==> config.mk <==
export PLATFORM = sky130hd
export DESIGN_NAME = sensor_and_wheel_frame_deframer
export DESIGN_NICKNAME = d
export VERILOG_FILES = /design/src/rtl/swfd_pkg.sv /design/src/rtl/swfd_front.sv /design/src/rtl/swfd_queue.sv /design/src/rtl/swfd_back.sv /design/src/rtl/sensor_and_wheel_frame_deframer.sv
export SDC_FILE = /design/constraint.sdc
export NUM_CORES = 1
export LEC_CHECK = 0
export BUFFER_PORTS_ARGS = -buffer_cell sky130_fd_sc_hd__buf_2
export CAP_MARGIN = 25
export CORE_UTILIZATION = 55
export DETAILED_ROUTE_END_ITERATION = 8
export PLACE_DENSITY_LB_ADDON = 0.15
export SLEW_MARGIN = 0
export SYNTH_ARGS = -nofsm -noshare
export SYNTH_HDL_FRONTEND = slang
export SYNTH_HIERARCHICAL = 1
export SYNTH_SLANG_ARGS = --single-unit
==> constraint.sdc <==
create_clock -name clock -period 7.5 [get_ports clock]
set_input_delay 0.75 -clock clock [delete_from_list [all_inputs] [get_ports clock]]
set_output_delay 0.75 -clock clock [all_outputs]
set_load 0.005 [all_outputs]
==> src/rtl/swfd_pkg.sv <==
package swfd_pkg;

   // Frame geometry
   localparam int ULTRA_PAYLOAD = 8;
   localparam int ODOM_PAYLOAD  = 4;
   localparam int ULTRA_CNT_W   = $clog2(ULTRA_PAYLOAD);
   localparam int ODOM_CNT_W    = $clog2(ODOM_PAYLOAD);
   localparam int JOB_W         = ULTRA_PAYLOAD * 8;

   // Header bytes
   localparam logic [7:0] ULTRA_HDR_FIRST  = 8'hAB;
   localparam logic [7:0] ULTRA_HDR_SECOND = 8'hCD;
   localparam logic [1:0] ULTRA_CAPTURE    = 2'd2;
   localparam logic [2:0] ODOM_CAPTURE     = 3'd4;

   // Frame queue depth
   localparam int QUEUE_DEPTH = 2;

   // Register indexes of the configuration port
   localparam logic [1:0] CSR_MIN_RANGE    = 2'd0;
   localparam logic [1:0] CSR_MAX_RANGE    = 2'd1;
   localparam logic [1:0] CSR_SENSOR_COUNT = 2'd2;

   // Reset values of the configuration registers
   localparam logic [7:0] MIN_RANGE_RESET    = 8'd21;
   localparam logic [7:0] MAX_RANGE_RESET    = 8'd250;
   localparam logic [3:0] SENSOR_COUNT_RESET = 4'd8;

   typedef enum logic {
      KIND_ULTRA = 1'b0,
      KIND_ODOM  = 1'b1
   } kind_type;

   // One finished frame waiting for the back end
   typedef struct packed {
      kind_type           kind;
      logic [JOB_W-1:0]   payload;
   } frame_job_type;

   typedef struct packed {
      logic [7:0] min_range_cm;
      logic [7:0] max_range_cm;
      logic [3:0] sensor_count;
   } cfg_type;

   // Header byte expected at each odometry header position
   function automatic logic [7:0] odom_header_byte(input logic [1:0] pos);
      logic [7:0] b;
      case (pos)
         2'd0:    b = 8'h43;
         2'd1:    b = 8'h6C;
         2'd2:    b = 8'h60;
         default: b = 8'h03;
      endcase
      return b;
   endfunction

   // Payload position to sensor output index
   function automatic logic [2:0] target_map(input logic [2:0] pos);
      logic [2:0] t;
      case (pos)
         3'd0:    t = 3'd1;
         3'd1:    t = 3'd0;
         3'd2:    t = 3'd7;
         3'd3:    t = 3'd6;
         3'd4:    t = 3'd5;
         3'd5:    t = 3'd4;
         3'd6:    t = 3'd3;
         default: t = 3'd2;
      endcase
      return t;
   endfunction

endpackage

==> src/rtl/swfd_front.sv <==
module swfd_front (
   input  logic                    clock,
   input  logic                    reset,
   input  logic                    accept,
   input  logic [7:0]              rx_byte,
   output logic                    push,
   output swfd_pkg::frame_job_type job
);

   logic [1:0]                           ultra_hdr_ff, ultra_hdr_in;
   logic [swfd_pkg::ULTRA_CNT_W-1:0]     ultra_cnt_ff, ultra_cnt_in;
   logic [2:0]                           odom_hdr_ff, odom_hdr_in;
   logic [swfd_pkg::ODOM_CNT_W-1:0]      odom_cnt_ff, odom_cnt_in;
   logic [7:0]                           ultra_buf_ff [swfd_pkg::ULTRA_PAYLOAD];
   logic [7:0]                           odom_buf_ff  [swfd_pkg::ODOM_PAYLOAD];
   logic                                 ultra_wr, odom_wr;

   // Classify the byte and advance both matchers
   always_comb begin
      ultra_hdr_in = ultra_hdr_ff;
      ultra_cnt_in = ultra_cnt_ff;
      odom_hdr_in  = odom_hdr_ff;
      odom_cnt_in  = odom_cnt_ff;
      ultra_wr     = 1'b0;
      odom_wr      = 1'b0;
      push         = 1'b0;
      job          = '0;
      if (accept) begin
         if (ultra_hdr_ff == swfd_pkg::ULTRA_CAPTURE) begin
            // ultrasound payload; odometry matcher holds
            ultra_wr = 1'b1;
            if (ultra_cnt_ff == swfd_pkg::ULTRA_CNT_W'(swfd_pkg::ULTRA_PAYLOAD - 1)) begin
               push     = 1'b1;
               job.kind = swfd_pkg::KIND_ULTRA;
               for (int k = 0; k < swfd_pkg::ULTRA_PAYLOAD - 1; k++) begin
                  job.payload[8*k +: 8] = ultra_buf_ff[k];
               end
               job.payload[8*(swfd_pkg::ULTRA_PAYLOAD-1) +: 8] = rx_byte;
               ultra_hdr_in = 2'd0;
               ultra_cnt_in = '0;
            end else begin
               ultra_cnt_in = ultra_cnt_ff + 1'b1;
            end
         end else begin
            // ultrasound header: a mismatch drops back to the start
            if (rx_byte == ((ultra_hdr_ff == 2'd0) ? swfd_pkg::ULTRA_HDR_FIRST
                                                  : swfd_pkg::ULTRA_HDR_SECOND)) begin
               ultra_hdr_in = ultra_hdr_ff + 1'b1;
               ultra_cnt_in = '0;
            end else begin
               ultra_hdr_in = 2'd0;
            end
            if (odom_hdr_ff != swfd_pkg::ODOM_CAPTURE) begin
               // odometry header: restart on a first-byte match
               if (rx_byte == swfd_pkg::odom_header_byte(odom_hdr_ff[1:0])) begin
                  odom_hdr_in = odom_hdr_ff + 1'b1;
                  odom_cnt_in = '0;
               end else if (rx_byte == swfd_pkg::odom_header_byte(2'd0)) begin
                  odom_hdr_in = 3'd1;
               end else begin
                  odom_hdr_in = 3'd0;
               end
            end else begin
               odom_wr = 1'b1;
               if (odom_cnt_ff == swfd_pkg::ODOM_CNT_W'(swfd_pkg::ODOM_PAYLOAD - 1)) begin
                  push     = 1'b1;
                  job.kind = swfd_pkg::KIND_ODOM;
                  for (int k = 0; k < swfd_pkg::ODOM_PAYLOAD - 1; k++) begin
                     job.payload[8*k +: 8] = odom_buf_ff[k];
                  end
                  job.payload[8*(swfd_pkg::ODOM_PAYLOAD-1) +: 8] = rx_byte;
                  odom_hdr_in = 3'd0;
                  odom_cnt_in = '0;
               end else begin
                  odom_cnt_in = odom_cnt_ff + 1'b1;
               end
            end
         end
      end
   end

   // Hold matcher state
   always_ff @(posedge clock) begin
      if (reset) begin
         ultra_hdr_ff <= 2'd0;
         ultra_cnt_ff <= '0;
         odom_hdr_ff  <= 3'd0;
         odom_cnt_ff  <= '0;
      end else begin
         ultra_hdr_ff <= ultra_hdr_in;
         ultra_cnt_ff <= ultra_cnt_in;
         odom_hdr_ff  <= odom_hdr_in;
         odom_cnt_ff  <= odom_cnt_in;
      end
   end

   // Capture payload bytes
   always_ff @(posedge clock) begin
      if (ultra_wr) begin
         ultra_buf_ff[ultra_cnt_ff] <= rx_byte;
      end
      if (odom_wr) begin
         odom_buf_ff[odom_cnt_ff] <= rx_byte;
      end
   end

endmodule

==> src/rtl/swfd_queue.sv <==
module swfd_queue #(
   parameter int DEPTH = swfd_pkg::QUEUE_DEPTH
) (
   input  logic                    clock,
   input  logic                    reset,
   input  logic                    push,
   input  swfd_pkg::frame_job_type push_job,
   input  logic                    pop,
   output logic                    head_valid,
   output swfd_pkg::frame_job_type head_job,
   output logic                    full
);

   localparam int PW = (DEPTH > 1) ? $clog2(DEPTH) : 1;
   localparam int CW = $clog2(DEPTH + 1);

   swfd_pkg::frame_job_type mem_ff [DEPTH];
   logic [PW-1:0]           wr_ptr_ff, wr_ptr_in;
   logic [PW-1:0]           rd_ptr_ff, rd_ptr_in;
   logic [CW-1:0]           count_ff, count_in;

   assign head_valid = (count_ff != '0);
   assign full       = (count_ff == CW'(DEPTH));
   assign head_job   = mem_ff[rd_ptr_ff];

   // Advance pointers with wrap
   always_comb begin
      wr_ptr_in = wr_ptr_ff;
      rd_ptr_in = rd_ptr_ff;
      count_in  = count_ff;
      if (push) begin
         wr_ptr_in = (wr_ptr_ff == PW'(DEPTH - 1)) ? '0 : wr_ptr_ff + 1'b1;
      end
      if (pop) begin
         rd_ptr_in = (rd_ptr_ff == PW'(DEPTH - 1)) ? '0 : rd_ptr_ff + 1'b1;
      end
      if (push && !pop) begin
         count_in = count_ff + 1'b1;
      end else if (pop && !push) begin
         count_in = count_ff - 1'b1;
      end
   end

   always_ff @(posedge clock) begin
      if (reset) begin
         wr_ptr_ff <= '0;
         rd_ptr_ff <= '0;
         count_ff  <= '0;
      end else begin
         wr_ptr_ff <= wr_ptr_in;
         rd_ptr_ff <= rd_ptr_in;
         count_ff  <= count_in;
      end
   end

   // Store the finished frame
   always_ff @(posedge clock) begin
      if (push) begin
         mem_ff[wr_ptr_ff] <= push_job;
      end
   end

endmodule

==> src/rtl/swfd_back.sv <==
module swfd_back (
   input  logic                    clock,
   input  logic                    reset,
   input  logic                    csr_write,
   input  logic [1:0]              csr_index,
   input  logic [7:0]              csr_data,
   input  logic                    head_valid,
   input  swfd_pkg::frame_job_type head_job,
   output logic                    pop,
   output logic                    rsp_tvalid,
   input  logic                    rsp_tready,
   output logic [55:0]             rsp_tdata,
   output logic                    rsp_tuser,
   output logic                    rsp_tlast
);

   swfd_pkg::cfg_type                cfg_ff;
   logic [swfd_pkg::ULTRA_CNT_W-1:0] pos_ff, pos_in;
   logic                             valid_ff, valid_in;
   logic [55:0]                      data_ff, data_in;
   logic                             user_ff, user_in;
   logic                             last_ff, last_in;
   logic                             load;
   logic [7:0]                       echo_cm;
   logic [2:0]                       target;
   logic [15:0]                      rspeed_bits;
   logic [16:0]                      right_ext;

   // Configuration registers
   always_ff @(posedge clock) begin
      if (reset) begin
         cfg_ff.min_range_cm <= swfd_pkg::MIN_RANGE_RESET;
         cfg_ff.max_range_cm <= swfd_pkg::MAX_RANGE_RESET;
         cfg_ff.sensor_count <= swfd_pkg::SENSOR_COUNT_RESET;
      end else if (csr_write) begin
         case (csr_index)
            swfd_pkg::CSR_MIN_RANGE:    cfg_ff.min_range_cm <= csr_data;
            swfd_pkg::CSR_MAX_RANGE:    cfg_ff.max_range_cm <= csr_data;
            swfd_pkg::CSR_SENSOR_COUNT: cfg_ff.sensor_count <= csr_data[3:0];
            default:                    cfg_ff <= cfg_ff;
         endcase
      end
   end

   assign load        = head_valid && (!valid_ff || rsp_tready);
   assign echo_cm     = head_job.payload[8*pos_ff +: 8];
   assign target      = swfd_pkg::target_map(3'(pos_ff));
   assign rspeed_bits = head_job.payload[31:16];
   assign right_ext   = {rspeed_bits[15], rspeed_bits};

   // Build one result per cycle from the head frame while the output is not stalled
   always_comb begin
      pos_in   = pos_ff;
      valid_in = valid_ff && !rsp_tready;
      data_in  = data_ff;
      user_in  = user_ff;
      last_in  = last_ff;
      pop      = 1'b0;
      if (load) begin
         valid_in = 1'b1;
         data_in  = '0;
         user_in  = head_job.kind;
         if (head_job.kind == swfd_pkg::KIND_ULTRA) begin
            data_in[2:0]  = 3'(pos_ff);
            data_in[5:3]  = target;
            data_in[13:6] = echo_cm;
            data_in[14]   = (echo_cm >= cfg_ff.min_range_cm) &&
                            (echo_cm <= cfg_ff.max_range_cm);
            data_in[15]   = ({1'b0, target} < cfg_ff.sensor_count);
            last_in       = (pos_ff == swfd_pkg::ULTRA_CNT_W'(swfd_pkg::ULTRA_PAYLOAD - 1));
         end else begin
            data_in[31:16] = head_job.payload[15:0];
            data_in[48:32] = 17'd0 - right_ext;
            last_in        = 1'b1;
         end
         if (last_in) begin
            pop    = 1'b1;
            pos_in = '0;
         end else begin
            pos_in = pos_ff + 1'b1;
         end
      end
   end

   always_ff @(posedge clock) begin
      if (reset) begin
         pos_ff   <= '0;
         valid_ff <= 1'b0;
      end else begin
         pos_ff   <= pos_in;
         valid_ff <= valid_in;
      end
   end

   // Output payload registers
   always_ff @(posedge clock) begin
      data_ff <= data_in;
      user_ff <= user_in;
      last_ff <= last_in;
   end

   assign rsp_tvalid = valid_ff;
   assign rsp_tdata  = data_ff;
   assign rsp_tuser  = user_ff;
   assign rsp_tlast  = last_ff;

endmodule

==> src/rtl/sensor_and_wheel_frame_deframer.sv <==
// Channel  Direction  Handshake                Payload
// req      in         req_tvalid/req_tready    rx_byte
// rsp      out        rsp_tvalid/rsp_tready    readings / wheel speeds, tuser kind, tlast
// csr      in         csr_valid/csr_ready      register index and data
//
// One byte is taken per cycle while the frame queue has room; a byte never waits on
// the matchers. A finished ultrasound frame drains as eight results, an odometry frame
// as one result, both through the single output register.
// Reset is synchronous and returns matchers, queue and config registers to their start.
// A stalled rsp side fills the queue, after which req_tready drops.
module sensor_and_wheel_frame_deframer #(
   parameter int QUEUE_DEPTH = swfd_pkg::QUEUE_DEPTH
) (
   input  logic        clock,
   input  logic        reset,
   input  logic        req_tvalid,
   output logic        req_tready,
   input  logic [7:0]  req_tdata,   // [7:0] rx_byte
   output logic        rsp_tvalid,
   input  logic        rsp_tready,
   // [2:0] sensor_position, [5:3] sensor_target, [13:6] echo_cm, [14] in_range,
   // [15] target_enabled, [31:16] left_speed, [48:32] right_speed, [55:49] zero
   output logic [55:0] rsp_tdata,
   output logic        rsp_tuser,   // [0] kind
   output logic        rsp_tlast,
   input  logic        csr_valid,
   output logic        csr_ready,
   input  logic [1:0]  csr_index,
   input  logic [7:0]  csr_data
);

   logic                    accept;
   logic                    push;
   logic                    pop;
   logic                    full;
   logic                    head_valid;
   swfd_pkg::frame_job_type push_job;
   swfd_pkg::frame_job_type head_job;

   assign req_tready = !full;
   assign accept     = req_tvalid && req_tready;
   assign csr_ready  = 1'b1;

   swfd_front u_front (
      .clock   (clock),
      .reset   (reset),
      .accept  (accept),
      .rx_byte (req_tdata),
      .push    (push),
      .job     (push_job)
   );

   swfd_queue #(
      .DEPTH (QUEUE_DEPTH)
   ) u_queue (
      .clock      (clock),
      .reset      (reset),
      .push       (push),
      .push_job   (push_job),
      .pop        (pop),
      .head_valid (head_valid),
      .head_job   (head_job),
      .full       (full)
   );

   swfd_back u_back (
      .clock      (clock),
      .reset      (reset),
      .csr_write  (csr_valid && csr_ready),
      .csr_index  (csr_index),
      .csr_data   (csr_data),
      .head_valid (head_valid),
      .head_job   (head_job),
      .pop        (pop),
      .rsp_tvalid (rsp_tvalid),
      .rsp_tready (rsp_tready),
      .rsp_tdata  (rsp_tdata),
      .rsp_tuser  (rsp_tuser),
      .rsp_tlast  (rsp_tlast)
   );

endmodule

Word level (Yosys, flattened, before mapping)

Memories as Yosys holds them, arrays and structs flattened. A register that Yosys moved wholly into a read port is not among the register bits.
Cells that the tools add are included.

Register bits after elaboration: 89
Memory bits (writable): 226
Input port bits: 23
Output and inout port bits: 61
Memories: 3

Memory list:

| name                 | depth | bits a word | read ports | clocked after memory_dff | write ports | line             | RTL |
|---|---|---|---|---|---|---|---|
| u_queue.mem_ff       | 2     | 65          | 1          | 1                        | 1           | swfd_queue.sv:17 | `swfd_pkg::frame_job_type mem_ff [DEPTH];` |
| u_front.ultra_buf_ff | 8     | 8           | 7          | 0                        | 1           | swfd_front.sv:14 | `logic [7:0] ultra_buf_ff [swfd_pkg::ULTRA_PAYLOAD];` |
| u_front.odom_buf_ff  | 4     | 8           | 3          | 0                        | 1           | swfd_front.sv:15 | `logic [7:0] odom_buf_ff [swfd_pkg::ODOM_PAYLOAD];` |

$add $sub $neg: 10
Magnitude comparators: 3
Eq/ne operators: 21
Shift-type cells: 1
Muxes and demuxes: 54
Bitwise logic cells: 1
Reductions and logical operators: 27

Operator list:

| kind                                                                  | count |
|---|---|
| 32-bit 2-to-1 mux                                                     | 4 |
| 65-bit 2-to-1 mux                                                     | 1 |
| 64-bit 2-to-1 mux                                                     | 1 |
| 64-bit by 7-bit indexed part select with 8-bit output                 | 1 |
| 1-bit 2-to-1 mux                                                      | 27 |
| 8-bit 2-to-1 mux                                                      | 3 |
| 3-bit 2-to-1 mux                                                      | 7 |
| 3-bit case mux with 7 select lines                                    | 1 |
| 7-bit case mux with 3 select lines                                    | 1 |
| 1-bit by 16-bit subtractor with 17-bit output, first input constant   | 1 |
| 8-bit equality test                                                   | 2 |
| 2-bit 2-to-1 mux                                                      | 8 |
| 3-bit equality test, second input constant                            | 5 |
| 2-bit equality test, second input constant                            | 5 |
| 2-bit AND reduction                                                   | 5 |
| 3-bit by 1-bit adder with 3-bit output, second input constant         | 3 |
| 8-bit by 7-bit equality test with 1-bit output, second input constant | 1 |
| 8-bit >= comparator                                                   | 1 |
| 8-bit less-or-equal comparator                                        | 1 |
| 2-bit nonzero test                                                    | 4 |
| 7-bit 2-to-1 mux                                                      | 1 |
| 2-bit by 1-bit adder with 2-bit output, second input constant         | 3 |
| 3-bit by 2-bit equality test with 1-bit output, second input constant | 2 |
| 1-bit logical AND                                                     | 6 |
| other kinds (13)                                                      | 23 |

Depth between registers and ports, before layout

Gate-level depths: netlist (run 1).

Word-level depth: 9
Gate-level depth with buffers: 12

By module

Netlist (run 1), hierarchy kept.

By module, submodules not included:

| module                          | instances | cells an instance | area an instance (um^2) | seq. area each (um^2) |
|---|---|---|---|---|
| swfd_queue                      | 1         | 224               | 4,914.7                 | 4,003.8 |
| swfd_back                       | 1         | 366               | 4,095.2                 | 2,011.9 |
| swfd_front                      | 1         | 267               | 3,852.4                 | 2,602.5 |
| sensor_and_wheel_frame_deframer | 1         | 4                 | 21.3                    | 0.0 |

Worst setup path after synthesis (run 1)

Ideal clock, no wire load.

Path type: input -> register
Start point: input port req_tvalid
End point: memory u_queue/mem_ff[0][0] in the netlist's numbering (enable)
Library setup time: 496 ps
Arrival time: 4,570 ps
Setup slack: 2,434 ps
Cell stages on the path: 8
Path buffers: 2
Cell sequence: nor2b_1 > buf_6 > nand2b_4 > nor2_2 > and2_1 > buf_2 > or2_2 > nor2b_1

Word-level cells in the longest chain between the ends: 4

RTL lines:

| element                                | line                                  | RTL |
|---|---|---|
| start: declaration                     | sensor_and_wheel_frame_deframer.sv:16 | `input logic req_tvalid,` |
| 1-bit logical AND                      | sensor_and_wheel_frame_deframer.sv:41 | `assign accept = req_tvalid && req_tready;` |
| 1-bit 2-to-1 mux                       | swfd_front.sv:28                      | `if (accept) begin` |
| named net push                         | sensor_and_wheel_frame_deframer.sv:33 | `logic push;` |
| 1-bit 2-to-1 mux                       | swfd_queue.sv:58                      | `if (push) begin` |
| 1-bit 2-to-1 mux (implied by the code) | swfd_queue.sv:59                      | `mem_ff[wr_ptr_ff] <= push_job;` |
| end: declaration                       | swfd_queue.sv:17                      |  |

The timed path passes the listed nets, and every way through them passes these cells.

Final worst setup path (run 1)

Start point: register u_queue.count_ff[0]
End point: memory u_queue/mem_ff[0][34] in the netlist's numbering (enable)

Word-level cells in the longest chain between the ends: 6

RTL lines:

| element                                | line                                  | RTL |
|---|---|---|
| start: declaration                     | swfd_queue.sv:20                      | `logic [CW-1:0] count_ff, count_in;` |
| start signal: assignment               | swfd_queue.sv:52                      | `count_ff <= count_in;` |
| 2-bit equality test                    | swfd_queue.sv:23                      | `assign full = (count_ff == CW'(DEPTH));` |
| named net full                         | sensor_and_wheel_frame_deframer.sv:35 | `logic full;` |
| 1-bit zero test                        | sensor_and_wheel_frame_deframer.sv:40 | `assign req_tready = !full;` |
| 1-bit logical AND                      | sensor_and_wheel_frame_deframer.sv:41 |  |
| named net accept                       | sensor_and_wheel_frame_deframer.sv:32 | `logic accept;` |
| 1-bit 2-to-1 mux                       | swfd_front.sv:28                      |  |
| named net push                         | sensor_and_wheel_frame_deframer.sv:33 |  |
| 1-bit 2-to-1 mux                       | swfd_queue.sv:58                      |  |
| 1-bit 2-to-1 mux (implied by the code) | swfd_queue.sv:59                      |  |

The timed path passes the listed nets, and every way through them passes these cells.

==> results.toml, run 1 <==
[routing]
antenna_left = 0
vias = 7138
viasPerCell = 5.57
wl_per_cell_um = 19.4
drt_first_iter_violations = 446
drc_errors = 0
drt_first_pass_iters = 5
wirelength_mm = 24.9

[synth]
yosys_warnings = 6
synth_compound_area_share_pct = 6.12
avgSynthCellArea_um2 = 15.0
ys_ff_latch = 300
synthAdderAreaFrac_pct = 3.50
synth_cell_type_count = 74
synth_edf_count = 261
synth_xor_area_share_pct = 1.02
synth_top_family_by_area = "simple AND/OR/NAND/NOR gates"
synthSimpleGateAreaFrac_pct = 10.2
async_reset_ff_share_pct = 0
syn_area_um2 = 12900
synth_cells = 861
synth_flop_cell = "edfxtp_1"
synth-seq-area-share_pct = 66.9
muxShareOfSynthArea_pct = 8.92

[clocking]
cts_buffer_depth = 3
clkTransAtPathRegs_ns = 0.06
postCtsSetupBuffers = 0
cts_tree = "yes"
h-tree-depth = 1
insertion_delay_ns = 0.56
cts.sinks = 300
cts_buffers = 31
root_buffer = "clkbuf_16"
cts_resized = 0
ctsHoldBuffers = 0

[sta]
relSlewSlack_pct = 34.6
tightest_slew_ns = 0.980
skew_ns = 0.0159
setup_viol = 0
hold_viol = 0
fin_setup_tns_ns = 0
period_share_pct = 51.8
maxSlewViolCount = 0
max_freq_mhz = 257
fin_ws_ns = 3.62
finalCriticalPeriod_ns = 3.88
rsz0062_at_grt = "no"
holdWs_ns = 0.413

[placed_design]
io_buffers = 75
post-dp-hpwl_mm = 16.4
gp_congestion = 0.826
pre_cts_slack_ns = 3.38

[die]
core_um2 = 22800
fp.dieH_um = 155
fp.dieW_um = 155
dieArea_um2 = 24000
row_count = 55
pin_count = 84
start_util_pct = 56.6

[pwr]
combPwrFrac_pct = 1.6
p_sw_share_pct = 19.0
p_sw_w = 0.000647
p_leak_nw = 4.79
internal_power_w = 0.00276
power.share.clock_pct = 45.5
ir_drop_mv = 0.143
design_power_total_w = 0.00340
pwr_density_cell_nw_per_um2 = 233
seqPwrFrac_pct = 52.9

[min_path]
hold_class = "in2reg"

[finish]
drive_above_1_share_pct = 25.3
antennaDiodeCount = 0
nets = 1004
syn2layout_area_growth_pct = 13.4
fill_cells = 1618

[worst_setup_path]
critical_path_required_ns = 7.72
end_kind = "flop"
crit_fanout = 26
worstPathArrival_ns = 4.10
start_kind = "flop"
path_class = "reg2reg"

[outcome]
status = "finished, final reports clean"

[global_routing]
grt_pass1_wl_mm = 39.1
grt_pass1_vias = 7195
grt_start_max_net_pins = 66
antenna_found_initial = 0
overflow = 0
grt_usage_pct = 21.3

[job]
drv_cap = 0
[final timing paths]
| kind | startpoint | slack (ns) | to | depth (start not counted) |
|---|---|---|---|---|
| hold / removal | csr_data[4] | 0.41 | u_back/cfg_ff[8] | 2 |
| hold reg to reg | u_back/cfg_ff[6] | 0.49 | u_back/cfg_ff[6] | 2 |
| setup reg to reg | u_queue/count_ff[0] | 3.62 | u_queue/mem_ff[0][34] | 9 |
| setup / recovery | u_queue/count_ff[0] | 3.62 | u_queue/mem_ff[0][34] | 9 |
[placed cells by master (no fill, tap or decap), drive strengths merged, types with 38 or more instances in the layout]
cell and n:
inv 38, edfxtp 261, and2 66, buf 90, clkbuf 42, nor2 47
mux2 65, dfxtp 39
[critical path, stage by stage (launching register included)]
cell and delay [ns]:
dfxtp_1 0.39, and2b_2 0.26, nor2b_1 0.51, nand2b_4 0.14
nor2_2 0.20, and2_1 0.56, or2_2 0.26, nor2b_4 0.60
buf_16 0.24, buf_4 0.35
[state kept, by name (all words and copies together) (netlist names), named ones only]
signal and flops:
u_back/rsp_tuser 1, u_back/rsp_tlast 1, u_front/ultra_buf_ff 56, u_queue/mem_ff 130, u_front/odom_hdr_ff 3, u_queue/count_ff 2, u_front/odom_buf_ff 24, u_queue/rd_ptr_ff 1
u_back/pos_ff 3, u_front/ultra_hdr_ff 2, u_front/ultra_cnt_ff 3, u_queue/wr_ptr_ff 1, u_front/odom_cnt_ff 2, u_back/rsp_tvalid 1, u_back/cfg_ff 20, u_back/rsp_tdata 49
[area by class of cell]
| cell class | instances | area (µm²) | share of cell area [%] |
|---|---|---|---|
| well taps | 313 | 392 | 2.68 |
| repair buffers | 90 | 523 | 3.58 |
| clock inverters | 15 | 201 | 1.38 |
| inverters | 38 | 143 | 0.976 |
| flip-flops and latches | 300 | 8620 | 59.0 |
| clock buffers | 42 | 857 | 5.87 |
| multi-input cells | 484 | 3870 | 26.5 |
[layer usage]
metal	share of wire [%]	wire length, µm	up-vias	track usage (%)
met5	0	0	-	0
met4	2.9	718	0	7.87
met3	4.8	1200	48	2.98
met2	46	11500	201	34.2
met1	46	11500	3516	29.7
li1	-	-	3373	-
[per-stage QoR]
step / instances / utilization [%] / cell area [µm²]
floorplan: 867 / - / 12900
detailed placement: 1224 / 59.4 / 13500
global placement: 1220 / 59.2 / 13500
global route: 1282 / 64.1 / 14600
CTS: 1281 / 64.0 / 14600
finish: 1282 / 64.1 / 14600
[cell usage after synthesis (5+ instances only)]
cell type	number	area, µm²
mux4_2	15	338
and2_1	64	400
and3_1	5	31.3
nor2_1	46	173
or3_1	5	31.3
dfxtp_1	39	781
a211o_1	10	87.6
xnor2_1	11	96.3
buf_4	13	97.6
edfxtp_1	261	7840
ha_1	36	450
buf_2	5	25.0
buf_6	7	78.8
nor2b_1	9	56.3
inv_1	37	139
mux2_2	65	732
nand2_1	36	135
o21ai_0	12	60.1
clkbuf_1	18	67.6
nor3_1	13	65.1
a21oi_1	36	180
nand3_1	5	25.0
a22o_1	30	263
[power groups by stage]
stage          clock network, W  registers [W]  logic [W]
6_report                0.00155        0.00180  0.0000546
3_3_place_gp                  0        0.00184  0.0000514
2_1_floorplan                 0        0.00184  0.0000298
3_5_place_dp                  0        0.00184  0.0000543
4_1_cts                 0.00158        0.00180  0.0000545
5_1_grt                 0.00165        0.00180  0.0000604
[cell families (layout without fill, tap and decap cells)]
group / after synthesis / count (layout)
simple gates: 227 / 227
compound gates: 112 / 112
fa+ha+maj: 36 / 36
buf+inv: 83 / 185
other cells: 2 / 8
xor+xnor: 15 / 15
flops: 300 / 300
mux: 86 / 86
No activity file was read; power rests on OpenSTA's default activity.
==> run 2: changes to the inputs <==
==> constraint.sdc (replaced) <==
create_clock -name clock -period 3.2 [get_ports clock]
set_input_delay 0.32 -clock clock [delete_from_list [all_inputs] [get_ports clock]]
set_output_delay 0.32 -clock clock [all_outputs]
set_load 0.005 [all_outputs]
==> run 2 against run 1 <==
Combinational power is 140% higher. Via count is 1.5% lower. Clock skew is 0.0063 ns higher. Critical path depth is 2 higher. Largest power group unchanged. Setup slack worse by 3.4 ns. Final cell count is 0.86% higher. Die area stayed put. Hold slack worse by 0.38 ns. Maximum frequency is 29% higher. Critical endpoint is now u_back/rsp_tdata[14]. Clock power is 120% higher. First-iteration DRC count is 2.7% higher. Clock-buffer cell count is 1 higher.
==> results.toml, run 2 (synthesis results as in run 1) <==
[sta]
tightest_slew_ns = 0.835
skew_ns = 0.0223
fin_setup_tns_ns = 0
period_share_pct = 94.4
max_freq_mhz = 331
relSlewSlack_pct = 44.3
rsz0062_at_grt = "no"
fin_ws_ns = 0.181
maxSlewViolCount = 0
setup_viol = 0
finalCriticalPeriod_ns = 3.02
hold_viol = 0

[routing]
wirelength_mm = 25.0
drt_first_pass_iters = 5
antenna_left = 0
wl_per_cell_um = 19.4
vias = 7032
drt_first_iter_violations = 458
drc_errors = 0
viasPerCell = 5.44

[die]
fp.dieW_um = 155
row_count = 55
core_um2 = 22800
start_util_pct = 56.6
fp.dieH_um = 155
dieArea_um2 = 24000
pin_count = 84

[placed_design]
dp_cells = 1232
io_buffers = 75
placed_area_um2 = 13600
pre_cts_slack_ns = 0.140
post-dp-hpwl_mm = 16.5
gp_congestion = 0.864

[pwr]
combPwrFrac_pct = 1.7
p_leak_nw = 4.81
p_sw_share_pct = 19.1
seqPwrFrac_pct = 54.5
ir_drop_mv = 0.301
p_sw_w = 0.00148
design_power_total_w = 0.00774
power.share.clock_pct = 43.8
pwr_density_cell_nw_per_um2 = 528
internal_power_w = 0.00626

[global_routing]
grt_usage_pct = 21.3
grt_pass1_vias = 7003
antenna_found_initial = 1
overflow = 0
grt_pass1_wl_mm = 39.1
grt_start_max_net_pins = 66

[worst_setup_path]
path_class = "reg2reg"
reg2reg_depth = 11
critical_path_required_ns = 3.60
worstPathArrival_ns = 3.42
crit_fanout = 55
end_kind = "flop"
start_kind = "flop"

[finish]
fin_area_um2 = 14700
nets = 1015
antennaDiodeCount = 0
final_cell_mix = "edfxtp_1, buf_2, mux2_2, and2_1, nor2_1"
instances_no_fill = 1293
final_common_cell = "edfxtp_1"
drive_above_1_share_pct = 25.4
largest_register_ffs = 130
syn2layout_area_growth_pct = 13.8
largest_register = "u_queue/mem_ff"

[clocking]
h-tree-depth = 1
cts_tree = "yes"
cts_buffer_depth = 3
cts.sinks = 300
clkTransAtPathRegs_ns = 0.06
cts_buffers = 30
root_buffer = "clkbuf_16"
insertion_delay_ns = 0.56

[job]
drv_cap = 0

[min_path]
min_delay_path_depth = 2
hold_class = "in2reg"

[outcome]
status = "finished, final reports clean"
-- run 2: worst paths after layout --
check        slack (ns)        startpoint                   end
max                0.18              flop  u_back/rsp_tdata[14]
min                0.03       csr_data[0]     u_back/cfg_ff[12]
min reg2reg        0.47  u_back/cfg_ff[6]      u_back/cfg_ff[6]
max reg2reg        0.18              flop  u_back/rsp_tdata[14]
-- run 2: metrics by stage --
stage / utilization [%] / hold slack, ns
after floorplan: - / 0.389
after global placement: 59.8 / 0.451
after detailed placement: 59.8 / 0.457
after CTS: 64.2 / 0.00725
after global routing: 64.3 / 0.00510
final: 64.3 / 0.0342
-- run 2: worst max-delay path, stage by stage, from the launching register on --
cell and delay (ns):
dfxtp_2 0.34, buf_12 0.28, mux2_2 0.42, mux4_2 0.49, nand2_1 0.10, nand2_1 0.12, ha_1 0.31, nor2b_1 0.13
o211ai_1 0.18, a21oi_1 0.09, nor4_1 0.20, a2bb2oi_1 0.18
-- run 2: final cells by class --
type	count	area, µm²
Multi-Input combinational cell	484	3880
Timing Repair Buffer	102	651
Inverter	38	143
Sequential cell	300	8620
Clock inverter	13	125
Tap cell	313	392
Fill cell	1599	8120
Clock buffer	43	850
-- run 2: power groups by stage --
| stage | sequential [W] | clock (W) | combinational (W) |
|---|---|---|---|
| final | 0.00422 | 0.00339 | 0.000131 |
| after global routing | 0.00422 | 0.00360 | 0.000145 |
| after CTS | 0.00422 | 0.00346 | 0.000132 |
| after detailed placement | 0.00430 | 0 | 0.000128 |
| after global placement | 0.00430 | 0 | 0.000123 |
| after floorplan | 0.00430 | 0 | 0.0000699 |
-- run 2: layer usage --
metal	up-vias	track usage [%]	routed length, µm	part of all wire (%)
li1	3391	-	-	-
met1	3402	29.9	11400	45
met2	206	34.4	11800	47
met3	31	3.43	1390	5.6
met4	2	6.41	451	1.8
met5	-	0	8	0.032
-- run 2: timing repair --
action                                 CTS  global route
endpoints found under the hold margin    5             0
resized for setup                        0             1
setup endpoints to repair                0             1
setup buffers                            0             0
hold buffers                             4             0
